`config.mk`:
```
export PLATFORM = sky130hd
export DESIGN_NAME = rtsp_header_stream_parser
export DESIGN_NICKNAME = d
export VERILOG_FILES = /design/src/rtl/core/rhsp_pkg.sv /design/src/rtl/core/rhsp_front.sv /design/src/rtl/core/rhsp_back.sv /design/src/rtl/core/rtsp_header_stream_parser.sv
export SDC_FILE = /design/constraint.sdc
export NUM_CORES = 1
export LEC_CHECK = 0
export BUFFER_PORTS_ARGS = -buffer_cell sky130_fd_sc_hd__buf_4
export CAP_MARGIN = 20
export CORE_MARGIN = 4
export CORE_UTILIZATION = 29
export CTS_CLUSTER_DIAMETER = 120
export DETAILED_ROUTE_END_ITERATION = 10
export PLACE_DENSITY_LB_ADDON = 0.08
export SYNTH_ARGS = -nofsm -noshare
export SYNTH_HDL_FRONTEND = slang
export SYNTH_HIERARCHICAL = 1
export SYNTH_SLANG_ARGS = --single-unit
```
`constraint.sdc`:
```
create_clock -name clk -period 13.15 [get_ports clk]
set_input_delay 0.6575 -clock clk [delete_from_list [all_inputs] [get_ports clk]]
set_output_delay 0.6575 -clock clk [all_outputs]
set_load 0.02 [all_outputs]
```
`src/rtl/core/rhsp_pkg.sv`:
```
// rhsp_pkg: shared types and constants of the rtsp header stream parser
// holds the classified input word, the result word and the field widths
// no dependencies
`timescale 1ns / 1ps
`default_nettype none
package rhsp_pkg;

	localparam int VER_W = 8;
	localparam int LEN_W = 32;

	// byte roles
	localparam logic [2:0] ROLE_NONE    = 3'd0;
	localparam logic [2:0] ROLE_METHOD  = 3'd1;
	localparam logic [2:0] ROLE_URI     = 3'd2;
	localparam logic [2:0] ROLE_REASON  = 3'd3;
	localparam logic [2:0] ROLE_NAME    = 3'd4;
	localparam logic [2:0] ROLE_VALUE   = 3'd5;
	localparam logic [2:0] ROLE_CONTENT = 3'd6;

	// message kinds
	localparam logic [1:0] KIND_UNKNOWN  = 2'd0;
	localparam logic [1:0] KIND_REQUEST  = 2'd1;
	localparam logic [1:0] KIND_RESPONSE = 2'd2;

	// chunk status codes
	localparam logic [1:0] STAT_NONE       = 2'd0;
	localparam logic [1:0] STAT_DONE       = 2'd1;
	localparam logic [1:0] STAT_INCOMPLETE = 2'd2;
	localparam logic [1:0] STAT_ERROR      = 2'd3;

	// classified input word
	typedef struct packed {
		logic [7:0] data;
		logic [7:0] low;
		logic       last;
		logic       tok;
		logic       dig;
		logic       ctl;
	} word_t;

	// front queue head as seen by the back end
	typedef struct packed {
		logic  valid;
		word_t word;
	} fq_t;

	// result word
	typedef struct packed {
		logic [7:0]       out_byte;
		logic [2:0]       byte_role;
		logic [1:0]       message_kind;
		logic [VER_W-1:0] major_version;
		logic [VER_W-1:0] minor_version;
		logic [LEN_W-1:0] body_length;
		logic [LEN_W-1:0] body_received;
		logic [1:0]       chunk_status;
	} res_t;

endpackage
`default_nettype wire

```
`src/rtl/core/rhsp_front.sv`:
```
// rhsp_front: classifies each incoming byte and holds it in a 4-word queue
// depends on rhsp_pkg
`timescale 1ns / 1ps
`default_nettype none
module rhsp_front import rhsp_pkg::*; (
	input  wire logic       clk,
	input  wire logic       arst_n,
	input  wire logic [7:0] data_byte,
	input  wire logic       chunk_end,
	input  wire logic       push,
	output logic            full,
	output fq_t             fq,
	input  wire logic       take
);

	word_t      mem_q [4];
	logic [1:0] wr_q, rd_q;
	logic [2:0] cnt_q;
	logic       wr_en;
	word_t      cw;

	// byte classification
	always_comb begin
		cw.data = data_byte;
		cw.last = chunk_end;
		cw.low  = (data_byte >= 8'h41 && data_byte <= 8'h5a) ? data_byte + 8'd32 : data_byte;
		cw.ctl  = (data_byte <= 8'd31) || (data_byte == 8'd127);
		cw.dig  = (data_byte >= 8'h30) && (data_byte <= 8'h39);
		cw.tok  = !(data_byte > 8'd127 || cw.ctl);
		unique case (data_byte)
			8'h28, 8'h29, 8'h3c, 8'h3e, 8'h40, 8'h2c, 8'h3b, 8'h3a, 8'h5c, 8'h22,
			8'h2f, 8'h5b, 8'h5d, 8'h3f, 8'h3d, 8'h7b, 8'h7d, 8'h20, 8'h09: cw.tok = 1'b0;
			default: ;
		endcase
	end

	assign full     = (cnt_q == 3'd4);
	assign wr_en    = push && !full;
	assign fq.valid = (cnt_q != 3'd0);
	assign fq.word  = mem_q[rd_q];

	// queue storage
	always_ff @(posedge clk) begin
		if (wr_en) begin
			mem_q[wr_q] <= cw;
		end
	end

	// queue pointers
	always_ff @(posedge clk or negedge arst_n) begin
		if (!arst_n) begin
			wr_q  <= '0;
			rd_q  <= '0;
			cnt_q <= '0;
		end else begin
			if (wr_en) wr_q <= wr_q + 2'd1;
			if (take) rd_q <= rd_q + 2'd1;
			cnt_q <= cnt_q + {2'b0, wr_en} - {2'b0, take};
		end
	end

	a_cnt_range: assert property (@(posedge clk) disable iff (!arst_n) cnt_q <= 3'd4)
		else $error("front queue count out of range");
	a_take_valid: assert property (@(posedge clk) disable iff (!arst_n) take |-> fq.valid)
		else $error("back end took a word from an empty queue");
	a_no_overflow: assert property (@(posedge clk) disable iff (!arst_n)
		(cnt_q == 3'd4 && !take) |=> cnt_q == 3'd4)
		else $error("full queue changed without a take");

endmodule
`default_nettype wire

```
`src/rtl/core/rhsp_back.sv`:
```
// rhsp_back: message parser state machine and a 2-word result queue
// depends on rhsp_pkg
`timescale 1ns / 1ps
`default_nettype none
module rhsp_back import rhsp_pkg::*; (
	input  wire logic clk,
	input  wire logic arst_n,
	input  fq_t       fq,
	output logic      take,
	output res_t      res,
	output logic      empty,
	input  wire logic pop
);

	typedef enum logic [23:0] {
		PH_START     = 24'h000001, PH_METHOD   = 24'h000002, PH_URI      = 24'h000004,
		PH_REQ_PROTO = 24'h000008, PH_REQ_MAJ0 = 24'h000010, PH_REQ_MAJ  = 24'h000020,
		PH_REQ_MIN0  = 24'h000040, PH_REQ_MIN  = 24'h000080, PH_REQ_LF   = 24'h000100,
		PH_RSP_MAJ0  = 24'h000200, PH_RSP_MAJ  = 24'h000400, PH_RSP_MIN0 = 24'h000800,
		PH_RSP_MIN   = 24'h001000, PH_REASON   = 24'h002000, PH_RSP_LF   = 24'h004000,
		PH_HDR_START = 24'h008000, PH_HDR_NAME = 24'h010000, PH_HDR_SPACE = 24'h020000,
		PH_HDR_VALUE = 24'h040000, PH_HDR_LF   = 24'h080000, PH_END_LF   = 24'h100000,
		PH_CONTENT   = 24'h200000, PH_IGNORE   = 24'h400000, PH_DISCARD  = 24'h800000
	} phase_t;

	localparam logic [VER_W-1:0] VER_MAX = '1;
	localparam logic [LEN_W-1:0] LEN_MAX = '1;
	localparam logic [3:0]       NAME_LEN = 4'd14;

	// message registers
	phase_t           ph_q, ph_n;
	logic [2:0]       pre_q, pre_n;
	logic             tn_q, tn_n;
	logic [1:0]       kind_q, kind_n;
	logic [VER_W-1:0] maj_q, maj_n, min_q, min_n;
	logic [3:0]       pos_q, pos_n, pos_e;
	logic             nm_q, nm_n, nm_e, hit;
	logic             seen_q, seen_n;
	logic [1:0]       ldp_q, ldp_n;
	logic [LEN_W-1:0] len_q, len_n;
	logic [LEN_W-1:0] rcv_q, rcv_n;

	// result queue
	res_t       oq_q [2];
	logic       owr_q, ord_q;
	logic [1:0] ocnt_q;
	logic       pop_ok;
	res_t       r;
	word_t      w;
	logic [7:0] b, ob;
	logic [2:0] role;
	logic [1:0] stat;
	logic       restart;
	logic [3:0] d;

	function automatic logic [7:0] proto_chr(input logic [2:0] i);
		unique case (i)
			3'd0:    return 8'h52;
			3'd1:    return 8'h54;
			3'd2:    return 8'h53;
			3'd3:    return 8'h50;
			default: return 8'h2f;
		endcase
	endfunction

	function automatic logic [7:0] cl_chr(input logic [3:0] i);
		unique case (i)
			4'd0: return 8'h63;  4'd1: return 8'h6f;  4'd2: return 8'h6e;
			4'd3: return 8'h74;  4'd4: return 8'h65;  4'd5: return 8'h6e;
			4'd6: return 8'h74;  4'd7: return 8'h2d;  4'd8: return 8'h6c;
			4'd9: return 8'h65;  4'd10: return 8'h6e; 4'd11: return 8'h67;
			4'd12: return 8'h74; 4'd13: return 8'h68;
			default: return 8'h00;
		endcase
	endfunction

	// v*10+d with saturation
	function automatic logic [VER_W-1:0] acc_ver(input logic [VER_W-1:0] v,
			input logic [3:0] dd);
		logic [VER_W+3:0] t;
		t = ({4'b0, v} << 3) + ({4'b0, v} << 1) + {{VER_W{1'b0}}, dd};
		return (t > {4'b0, VER_MAX}) ? VER_MAX : t[VER_W-1:0];
	endfunction

	function automatic logic [LEN_W-1:0] acc_len(input logic [LEN_W-1:0] v,
			input logic [3:0] dd);
		logic [LEN_W+3:0] t;
		t = ({4'b0, v} << 3) + ({4'b0, v} << 1) + {{LEN_W{1'b0}}, dd};
		return (t > {4'b0, LEN_MAX}) ? LEN_MAX : t[LEN_W-1:0];
	endfunction

	assign pop_ok = pop && !empty;
	assign empty  = (ocnt_q == 2'd0);
	assign take   = fq.valid && (ocnt_q != 2'd2 || pop_ok);
	assign res    = oq_q[ord_q];
	assign w      = fq.word;
	assign b      = w.data;
	assign d      = b[3:0];

	// parse one word
	always_comb begin
		ph_n = ph_q; pre_n = pre_q; tn_n = tn_q; kind_n = kind_q;
		maj_n = maj_q; min_n = min_q; pos_n = pos_q; nm_n = nm_q;
		seen_n = seen_q; ldp_n = ldp_q; len_n = len_q; rcv_n = rcv_q;
		role = ROLE_NONE; ob = b; stat = STAT_NONE; restart = 1'b0;
		pos_e = pos_q; nm_e = nm_q; hit = 1'b0;
		unique case (ph_q)
			PH_START: begin
				if (pre_q < 3'd4 && b == proto_chr(pre_q)) pre_n = pre_q + 3'd1;
				else if (pre_q == 3'd4 && b == 8'h2f) ph_n = PH_RSP_MAJ0;
				else if (w.tok) begin
					ph_n = PH_METHOD; role = ROLE_METHOD;
				end else if (b == 8'h20 && pre_q != 3'd0) begin
					ph_n = PH_URI; tn_n = 1'b0;
				end else ph_n = PH_DISCARD;
			end
			PH_METHOD: begin
				if (w.tok) role = ROLE_METHOD;
				else if (b == 8'h20) begin
					ph_n = PH_URI; tn_n = 1'b0;
				end else ph_n = PH_DISCARD;
			end
			PH_URI: begin
				if (b == 8'h20) begin
					if (tn_q) begin
						ph_n = PH_REQ_PROTO; pre_n = 3'd0;
					end else ph_n = PH_DISCARD;
				end else if (!w.ctl) begin
					role = ROLE_URI; tn_n = 1'b1;
				end else ph_n = PH_DISCARD;
			end
			PH_REQ_PROTO: begin
				if (pre_q < 3'd5 && b == proto_chr(pre_q)) begin
					pre_n = pre_q + 3'd1;
					if (pre_q == 3'd4) ph_n = PH_REQ_MAJ0;
				end else ph_n = PH_DISCARD;
			end
			PH_REQ_MAJ0, PH_RSP_MAJ0: begin
				if (w.dig) begin
					maj_n = acc_ver(maj_q, d);
					ph_n  = (ph_q == PH_REQ_MAJ0) ? PH_REQ_MAJ : PH_RSP_MAJ;
				end else ph_n = PH_DISCARD;
			end
			PH_REQ_MAJ, PH_RSP_MAJ: begin
				if (w.dig) maj_n = acc_ver(maj_q, d);
				else if (b == 8'h2e) ph_n = (ph_q == PH_REQ_MAJ) ? PH_REQ_MIN0 : PH_RSP_MIN0;
				else ph_n = PH_DISCARD;
			end
			PH_REQ_MIN0, PH_RSP_MIN0: begin
				if (w.dig) begin
					min_n = acc_ver(min_q, d);
					ph_n  = (ph_q == PH_REQ_MIN0) ? PH_REQ_MIN : PH_RSP_MIN;
				end else ph_n = PH_DISCARD;
			end
			PH_REQ_MIN: begin
				if (w.dig) min_n = acc_ver(min_q, d);
				else if (b == 8'h0d) ph_n = PH_REQ_LF;
				else ph_n = PH_DISCARD;
			end
			PH_RSP_MIN: begin
				if (w.dig) min_n = acc_ver(min_q, d);
				else if (b == 8'h20) ph_n = PH_REASON;
				else ph_n = PH_DISCARD;
			end
			PH_REASON: begin
				if (b == 8'h0d) ph_n = PH_RSP_LF;
				else if (!w.ctl) role = ROLE_REASON;
				else ph_n = PH_DISCARD;
			end
			PH_REQ_LF, PH_RSP_LF, PH_HDR_LF: begin
				if (b == 8'h0a) begin
					if (ph_q == PH_REQ_LF) kind_n = KIND_REQUEST;
					else if (ph_q == PH_RSP_LF) kind_n = KIND_RESPONSE;
					ph_n = PH_HDR_START;
				end else ph_n = PH_DISCARD;
			end
			PH_HDR_START, PH_HDR_NAME: begin
				if (ph_q == PH_HDR_START && b == 8'h0d) ph_n = PH_END_LF;
				else if (ph_q == PH_HDR_START && !w.tok) ph_n = PH_DISCARD;
				else begin
					if (ph_q == PH_HDR_START) begin
						pos_e = 4'd0; nm_e = 1'b1; ph_n = PH_HDR_NAME;
					end
					pos_n = pos_e; nm_n = nm_e;
					if (w.tok) begin
						ob = w.low; role = ROLE_NAME;
						if (pos_e < NAME_LEN && w.low == cl_chr(pos_e)) pos_n = pos_e + 4'd1;
						else nm_n = 1'b0;
					end else if (b == 8'h3a) begin
						hit    = nm_e && pos_e == NAME_LEN;
						nm_n   = hit && !seen_q;
						seen_n = seen_q || hit;
						ph_n   = PH_HDR_SPACE;
					end else ph_n = PH_DISCARD;
				end
			end
			PH_HDR_SPACE: ph_n = (b == 8'h20) ? PH_HDR_VALUE : PH_DISCARD;
			PH_HDR_VALUE: begin
				if (b == 8'h0d) begin
					ph_n = PH_HDR_LF; nm_n = 1'b0;
				end else begin
					role = ROLE_VALUE;
					// content-length digits, atoi style
					if (nm_q) begin
						priority case (ldp_q)
							2'd0: begin
								if (b == 8'h20 || b == 8'h09 || b == 8'h0a || b == 8'h0b
										|| b == 8'h0c) ;
								else if (b == 8'h2b) ldp_n = 2'd1;
								else if (b == 8'h2d) ldp_n = 2'd2;
								else if (!w.dig) ldp_n = 2'd3;
								else begin
									ldp_n = 2'd1; len_n = acc_len(len_q, d);
								end
							end
							2'd3: ;
							default: begin
								if (!w.dig) ldp_n = 2'd3;
								else if (ldp_q == 2'd1) len_n = acc_len(len_q, d);
								else if (b != 8'h30 || len_q != '0) len_n = LEN_MAX;
							end
						endcase
					end
				end
			end
			PH_END_LF: begin
				if (b == 8'h0a) begin
					ph_n  = (len_q == '0) ? PH_IGNORE : PH_CONTENT;
					rcv_n = '0;
				end else ph_n = PH_DISCARD;
			end
			PH_CONTENT: begin
				role = ROLE_CONTENT;
				if (rcv_q != LEN_MAX) rcv_n = rcv_q + LEN_W'(1);
			end
			PH_IGNORE: ;
			default: ph_n = PH_DISCARD;
		endcase

		// chunk end report
		if (w.last) begin
			restart = 1'b1;
			if (ph_n == PH_CONTENT) begin
				if (rcv_n >= len_n) stat = STAT_DONE;
				else begin
					stat = STAT_INCOMPLETE; restart = 1'b0;
				end
			end else if (ph_n == PH_IGNORE) stat = STAT_DONE;
			else stat = STAT_ERROR;
		end

		r.out_byte      = ob;
		r.byte_role     = role;
		r.message_kind  = kind_n;
		r.major_version = maj_n;
		r.minor_version = min_n;
		r.body_length   = len_n;
		r.body_received = rcv_n;
		r.chunk_status  = stat;
	end

	// parser state
	always_ff @(posedge clk or negedge arst_n) begin
		if (!arst_n) begin
			ph_q <= PH_START; pre_q <= '0; tn_q <= 1'b0; kind_q <= KIND_UNKNOWN;
			maj_q <= '0; min_q <= '0; pos_q <= '0; nm_q <= 1'b1; seen_q <= 1'b0;
			ldp_q <= '0; len_q <= '0; rcv_q <= '0;
		end else if (take) begin
			if (restart) begin
				ph_q <= PH_START; pre_q <= '0; tn_q <= 1'b0; kind_q <= KIND_UNKNOWN;
				maj_q <= '0; min_q <= '0; pos_q <= '0; nm_q <= 1'b1; seen_q <= 1'b0;
				ldp_q <= '0; len_q <= '0; rcv_q <= '0;
			end else begin
				ph_q <= ph_n; pre_q <= pre_n; tn_q <= tn_n; kind_q <= kind_n;
				maj_q <= maj_n; min_q <= min_n; pos_q <= pos_n; nm_q <= nm_n;
				seen_q <= seen_n; ldp_q <= ldp_n; len_q <= len_n; rcv_q <= rcv_n;
			end
		end
	end

	// result queue storage
	always_ff @(posedge clk) begin
		if (take) oq_q[owr_q] <= r;
	end

	// result queue pointers
	always_ff @(posedge clk or negedge arst_n) begin
		if (!arst_n) begin
			owr_q <= 1'b0; ord_q <= 1'b0; ocnt_q <= '0;
		end else begin
			if (take) owr_q <= !owr_q;
			if (pop_ok) ord_q <= !ord_q;
			ocnt_q <= ocnt_q + {1'b0, take} - {1'b0, pop_ok};
		end
	end

	a_ocnt: assert property (@(posedge clk) disable iff (!arst_n) ocnt_q <= 2'd2)
		else $error("result queue count out of range");
	a_stat_last: assert property (@(posedge clk) disable iff (!arst_n)
		take |-> ((stat != STAT_NONE) == w.last))
		else $error("chunk status does not follow chunk end");
	a_incomplete: assert property (@(posedge clk) disable iff (!arst_n)
		(take && stat == STAT_INCOMPLETE) |=> ph_q == PH_CONTENT)
		else $error("incomplete chunk left the content phase");
	a_restart: assert property (@(posedge clk) disable iff (!arst_n)
		(take && (stat == STAT_DONE || stat == STAT_ERROR)) |=>
		(ph_q == PH_START && kind_q == KIND_UNKNOWN && len_q == '0))
		else $error("message registers not cleared after chunk end");

endmodule
`default_nettype wire

```
`src/rtl/core/rtsp_header_stream_parser.sv`:
```
// rtsp_header_stream_parser: top level of the rtsp header stream parser
// depends on rhsp_pkg, rhsp_front and rhsp_back
`timescale 1ns / 1ps
`default_nettype none
// Takes one message byte per word and returns one result word per byte, in
// order: the byte (lowercased in header names), its role, the message kind,
// versions, content length, content bytes counted and, on the last byte of a
// chunk, done, incomplete or error. Throughput is one byte per clock while
// the input queue holds a byte and the result queue has room or is popped,
// set by the parser state register that updates once per byte. Bytes pass
// from a 4-word input queue through the parser into a 2-word result queue;
// these queues let either side stall without stopping the other.
module rtsp_header_stream_parser import rhsp_pkg::*; (
	input  wire logic             clk,
	input  wire logic             arst_n,
	input  wire logic [7:0]       data_byte,
	input  wire logic             chunk_end,
	input  wire logic             push,
	output logic                  full,
	output logic [7:0]            out_byte,
	output logic [2:0]            byte_role,
	output logic [1:0]            message_kind,
	output logic [VER_W-1:0]      major_version,
	output logic [VER_W-1:0]      minor_version,
	output logic [LEN_W-1:0]      body_length,
	output logic [LEN_W-1:0]      body_received,
	output logic [1:0]            chunk_status,
	output logic                  empty,
	input  wire logic             pop
);

	fq_t  fq;
	logic take;
	res_t res;

	// classify and queue incoming bytes
	rhsp_front u_front (
		.clk, .arst_n, .data_byte, .chunk_end, .push, .full, .fq, .take
	);

	// parse and queue results
	rhsp_back u_back (
		.clk, .arst_n, .fq, .take, .res, .empty, .pop
	);

	assign out_byte      = res.out_byte;
	assign byte_role     = res.byte_role;
	assign message_kind  = res.message_kind;
	assign major_version = res.major_version;
	assign minor_version = res.minor_version;
	assign body_length   = res.body_length;
	assign body_received = res.body_received;
	assign chunk_status  = res.chunk_status;

endmodule
`default_nettype wire
```
# Word-level counts from Yosys, hierarchy flattened
# Memories as Yosys holds them, arrays and structs flattened.
# Index checks and enable logic that the tools add are counted.
# totals
reg_bits	129
ramBits	270
rom_bits	112
out_inout_bits	97
elab_cells	356
mem_count	3
# op_classes
n_addsub	16
order_cmp	13
n_eq_ne	92
n_mux	155
n_reduce_logical	59
# memory_table
name	depth	width	read_ports	rd_clocked_by_memory_dff	write_ports	line_no	source
u_back.oq_q	2	95	1	0	1	rhsp_back.sv:44	res_t oq_q [2];
(no name shown)	16	7	1	0	0	rhsp_back.sv:67	unique case (i)
u_front.mem_q	4	20	1	0	1	rhsp_front.sv:16	word_t mem_q [4];
# ops
op	count
$mux 24	30
$mux 32	15
$pmux 24 s16	1
$mux 8	19
$eq 8x6->1 const B	18
$pmux 32 s2	2
$eq 8x7->1 const B	7
$eq 24x22->1 const B	2
$eq 24x23->1 const B	2
$eq 8x4->1 const B	6
$mux 2	20
$mux 4	10
$mux 3	13
$add 35x33->36	1
$add 36x4->36	1
$gt 36x32->1 const B	1
$mux 1	35
$add 32x1->32 const B	1
$ge 32x32->1	1
$logic_not 32->1	1
$ne 32x32->1 const B	1
$reduce_bool 32->1	1
$pmux 7 s4	1
$add 11x9->12	2
other kinds (78)	144

# Logic depth before layout (Yosys ltp)
# An unclocked memory read counts as a cell.
# depth
word_depth	19
depth_mapped	33
ltp_nobuf	26

# By module
# Netlist, hierarchy kept.
# by_module_without_submodules
module	instances	cells_each	area_per_inst_um2	seq_area_each_um2
rhsp_back	1	1981	20201.9	8760.9
rhsp_front	1	169	2905.3	1976.9

# Least setup slack after synthesis
# Ideal clock, no wire load.
# synth_timing
path_kind	flip-flop to flip-flop
startpoint	register u_front.rd_q[0]
endpoint	register u_back.len_q[20]
setup_ns	0.087
arrival_time_ns	7.062
required_ns	13.063
slack_ns	6.001
stages_incl_launch_ff	33
n_path_buf	7
cell_sequence	dfrtp_1 > buf_2 > buf_2 > mux4_2 > buf_4 > fa_1 > fa_1 > a211oi_1 > o21bai_1 > o2111ai_2 > a21oi_1 > a2111o_1 > and3_4 > o221a_2 > buf_4 > buf_4 > a21o_1 > a32oi_1 > a21oi_1 > ha_1 > a21o_1 > a21o_1 > a21oi_1 > o21ai_0 > a21o_1 > a2111oi_4 > or2b_1 > inv_2 > nor2_4 > buf_6 > buf_6 > o21ai_1 > o211ai_1
# synth_rtl
element	line_no	source
start, declared	rhsp_front.sv:17	logic [1:0] wr_q, rd_q;
start signal, assigned	rhsp_front.sv:57	if (take) rd_q <= rd_q + 2'd1;
end signal, assigned	rhsp_back.sv:276	seen_q <= seen_n; ldp_q <= ldp_n; len_q <= len_n; rcv_q <= rcv_n;
end, declared	rhsp_back.sv:40	logic [LEN_W-1:0] len_q, len_n;

# Final worst setup path
# layout_timing
startpoint	register u_front.rd_q[1]
endpoint	register u_back.rcv_q[26]
# layout_via
elab_chain_cells	17
# layout_rtl
element	line_no	source
$mem_v2 4x20 *	--	
$add 36x4->36	rhsp_back.sv:88	t = ({4'b0, v} << 3) + ({4'b0, v} << 1) + {{LEN_W{1'b0}}, dd};
$gt 36x32->1	rhsp_back.sv:89	return (t > {4'b0, LEN_MAX}) ? LEN_MAX : t[LEN_W-1:0];
$mux 32	rhsp_back.sv:89	
$mux 32	rhsp_back.sv:211	else if (!w.dig) ldp_n = 2'd3;
$mux 32	rhsp_back.sv:210	else if (b == 8'h2d) ldp_n = 2'd2;
$mux 32	rhsp_back.sv:209	else if (b == 8'h2b) ldp_n = 2'd1;
$mux 32	rhsp_back.sv:207	if (b == 8'h20 || b == 8'h09 || b == 8'h0a || b == 8'h0b
$pmux 32 s2	rhsp_back.sv:205	priority case (ldp_q)
$mux 32	rhsp_back.sv:204	if (nm_q) begin
$mux 32	rhsp_back.sv:199	if (b == 8'h0d) begin
$mux 32	rhsp_back.sv:107	unique case (ph_q)
$ge 32x32->1	rhsp_back.sv:244	if (rcv_n >= len_n) stat = STAT_DONE;
$mux 1	rhsp_back.sv:244	
$mux 1	rhsp_back.sv:243	if (ph_n == PH_CONTENT) begin
$mux 1	rhsp_back.sv:241	if (w.last) begin
$mux 32 *	rhsp_back.sv:269	if (restart) begin
end signal, assigned	rhsp_back.sv:276	
end, declared	rhsp_back.sv:41	logic [LEN_W-1:0] rcv_q, rcv_n;
# Every way passes the cells marked *; elsewhere a longest branch is shown, timed or not.
# A chain may end at the register's enable or synchronous reset.

==> results.json <==
{
  "outcome": "complete, no violations",
  "worst_slack_ps": 3780,
  "clockBufferDepth": 3,
  "ctsHoldBuffers": 0,
  "worstSkewPairLatency_ps": 590,
  "netlist_area_um2": 23100,
  "finalClockSkew_ps": 24.1,
  "drtIter0Drc": 1413,
  "cts.sinks": 379,
  "startpoint_type": "flop",
  "coreArea_um2": 79000,
  "preCtsSetupSlack_ps": 3760,
  "min_period_ps": 9370,
  "ys.flop_type": "edfxtp_1",
  "grt.overflow.total": 0,
  "fin_area_um2": 26500,
  "critPathTopFamily": "compound AO/OA/AOI/OAI gates",
  "diodes": 0,
  "drive_gt1_share_pct": 16.8,
  "relSlewSlack_pct": 19.5,
  "root_buffer": "clkbuf_16",
  "nets": 2401,
  "ys_seq_elements": 379,
  "cts_tree": "yes",
  "syn_inst": 2150,
  "mostFrequentLayoutCells": "edfxtp_1 (250), nand2_1 (202), ha_1 (150), o21ai_0 (136), buf_4 (135)",
  "finalSetupViolations": 0,
  "total_power_mw": 5.36,
  "async_flop_share_pct": 34.0,
  "cts_buffers": 47,
  "die_h_um": 290,
  "power.density_nw_per_um2": 202,
  "worstSetupEndpointType": "flop",
  "synth_nets": 2320,
  "yosys_warnings": 6,
  "final_common_cell": "edfxtp_1",
  "vias_per_cell": 5.39,
  "rsz0062_at_grt": "no",
  "synth-seq-area-share_pct": 46.5,
  "cp_num_buf_inv": 2,
  "setup.worst_path.start": "u_front/rd_q[1]",
  "max_cap_viol_count": 0,
  "antenna_left": 0,
  "first_pass_iters": 5,
  "clkTransAtPathRegs_ps": 60,
  "power_leakage_nw": 10.5,
  "period_share_pct": 71.3,
  "grt_pass1_vias": 17700,
  "finalMaxSlewViolations": 0,
  "drc": 0,
  "worstPathRequired_ps": 13670,
  "gp_congestion": 0.870,
  "hpwl_um": 53700,
  "critPathMaxStageDelay_ps": 830,
  "synth.avg_cell_area_um2": 10.7,
  "io_buffers": 109,
  "grtUsageTotal_pct": 17.3,
  "arrival_ps": 9890,
  "rows": 103,
  "antenna_found_initial": 4,
  "cp_slowest_cell": "dfrtp_1",
  "placed_area_um2": 25000,
  "synth_edf_count": 250,
  "worstPathMaxFanout": 30,
  "cts_setup_buffers": 0,
  "ir_drop_uv": 119,
  "worst_slew_pin_slew_ps": 1190,
  "cts_resized": 0,
  "synthDistinctLibCells": 106,
  "areaGrowthSynthToFinish_pct": 14.5,
  "vias": 17900,
  "postRouteWirelength_um": 75100,
  "fin_setup_tns_ps": 0,
  "grt_max_degree": 72,
  "max_freq_ghz": 0.107,
  "routedWlPerCell_um": 22.6,
  "min_path_type": "in -> async",
  "start_util_pct": 29.2,
  "die_area_um2": 84300,
  "holdWs_ps": 111,
  "critPathKind": "reg -> reg",
  "pin_count": 110,
  "reg2reg_from": "u_front/rd_q[1]",
  "htreeDepth": 2,
  "hold_viol": 0,
  "die_x_um": 290,
  "grt_pass1_wl_um": 115000
}
[sequential cells by signal, indices dropped and copies added, names as in the netlist, 3 cells and up]
name           cells
u_back/maj_q       8
u_back/len_q      32
u_back/pos_q       4
u_front/mem_q     60
u_front/cnt_q      3
u_back/ph_q       24
u_back/pre_q       3
u_back/min_q       8
u_back/rcv_q      32
u_back/oq_q      190
[synthesized netlist by cell type (24+ instances only)]
cell	n	area, um^2
edfxtp_1	250	7510
nand2_1	203	762
ha_1	150	1880
o21ai_0	136	681
dfrtp_1	127	3180
nor2_1	126	473
a21oi_1	116	581
mux2_2	104	1170
clkbuf_1	66	248
inv_1	64	240
a22o_1	60	526
nand3_1	43	215
nand4_1	42	263
nor3_1	41	205
a21o_1	35	263
xnor2_1	35	307
nor4_1	28	175
and2_1	27	169
xor2_1	24	210
[area by class of cell]
class | count | area [um^2]
fill | 7971 | 52500
multi-input combinational | 1600 | 11600
sequential | 379 | 10700
tap | 1050 | 1310
clock buffer | 51 | 1190
timing repair buffer | 136 | 1020
clock inverter | 35 | 304
inverter | 67 | 251
[through the flow]
| stage | util [%] | instances |
|---|---|---|
| after floorplan | - | 2150 |
| after global placement | 31.6 | 3232 |
| after detailed placement | 31.6 | 3232 |
| after CTS | 33.5 | 3318 |
| after global routing | 33.5 | 3318 |
| final | 33.5 | 3318 |
[path summary, 6_finish.rpt]
kind / end / slack (ps) / depth (start not counted)
setup / recovery: u_back/rcv_q[26] / 3780 / 25
min in group clk: u_front/mem_q[2][3] / 290 / 1
hold reg to reg: u_front/cnt_q[2] / 490 / 1
setup reg to reg: u_back/rcv_q[26] / 3780 / 25
max in group asynchronous: u_back/ord_q / 11560 / 2
hold / removal: u_back/len_q[7] / 110 / 1
[kinds of logic after synthesis]
kind of cell / share of synthesized area [%]
buffers and inverters: 3.25
AND/OR/NAND/NOR: 14.6
XOR/XNOR: 2.24
multiplexers: 6.62
AO/OA/AOI/OAI: 18.1
flip-flops: 46.5
adder cells (fa/ha/maj): 8.73
[per-layer routing]
metal | track usage, % | vias up | part of all wire, %
met1 | 24.9 | 8938 | 48
met5 | 0 | - | 0
met4 | 4.08 | 0 | 2.2
li1 | - | 8389 | -
met2 | 27.5 | 470 | 45
met3 | 2.63 | 100 | 4.9
[report_power, final]
part           switching, mW  total, mW  internal, mW
combinational           1.44       2.21         0.777
sequential             0.136       1.87          1.74
clock                  0.537       1.27         0.736
Power figures use the tool's default switching activity.
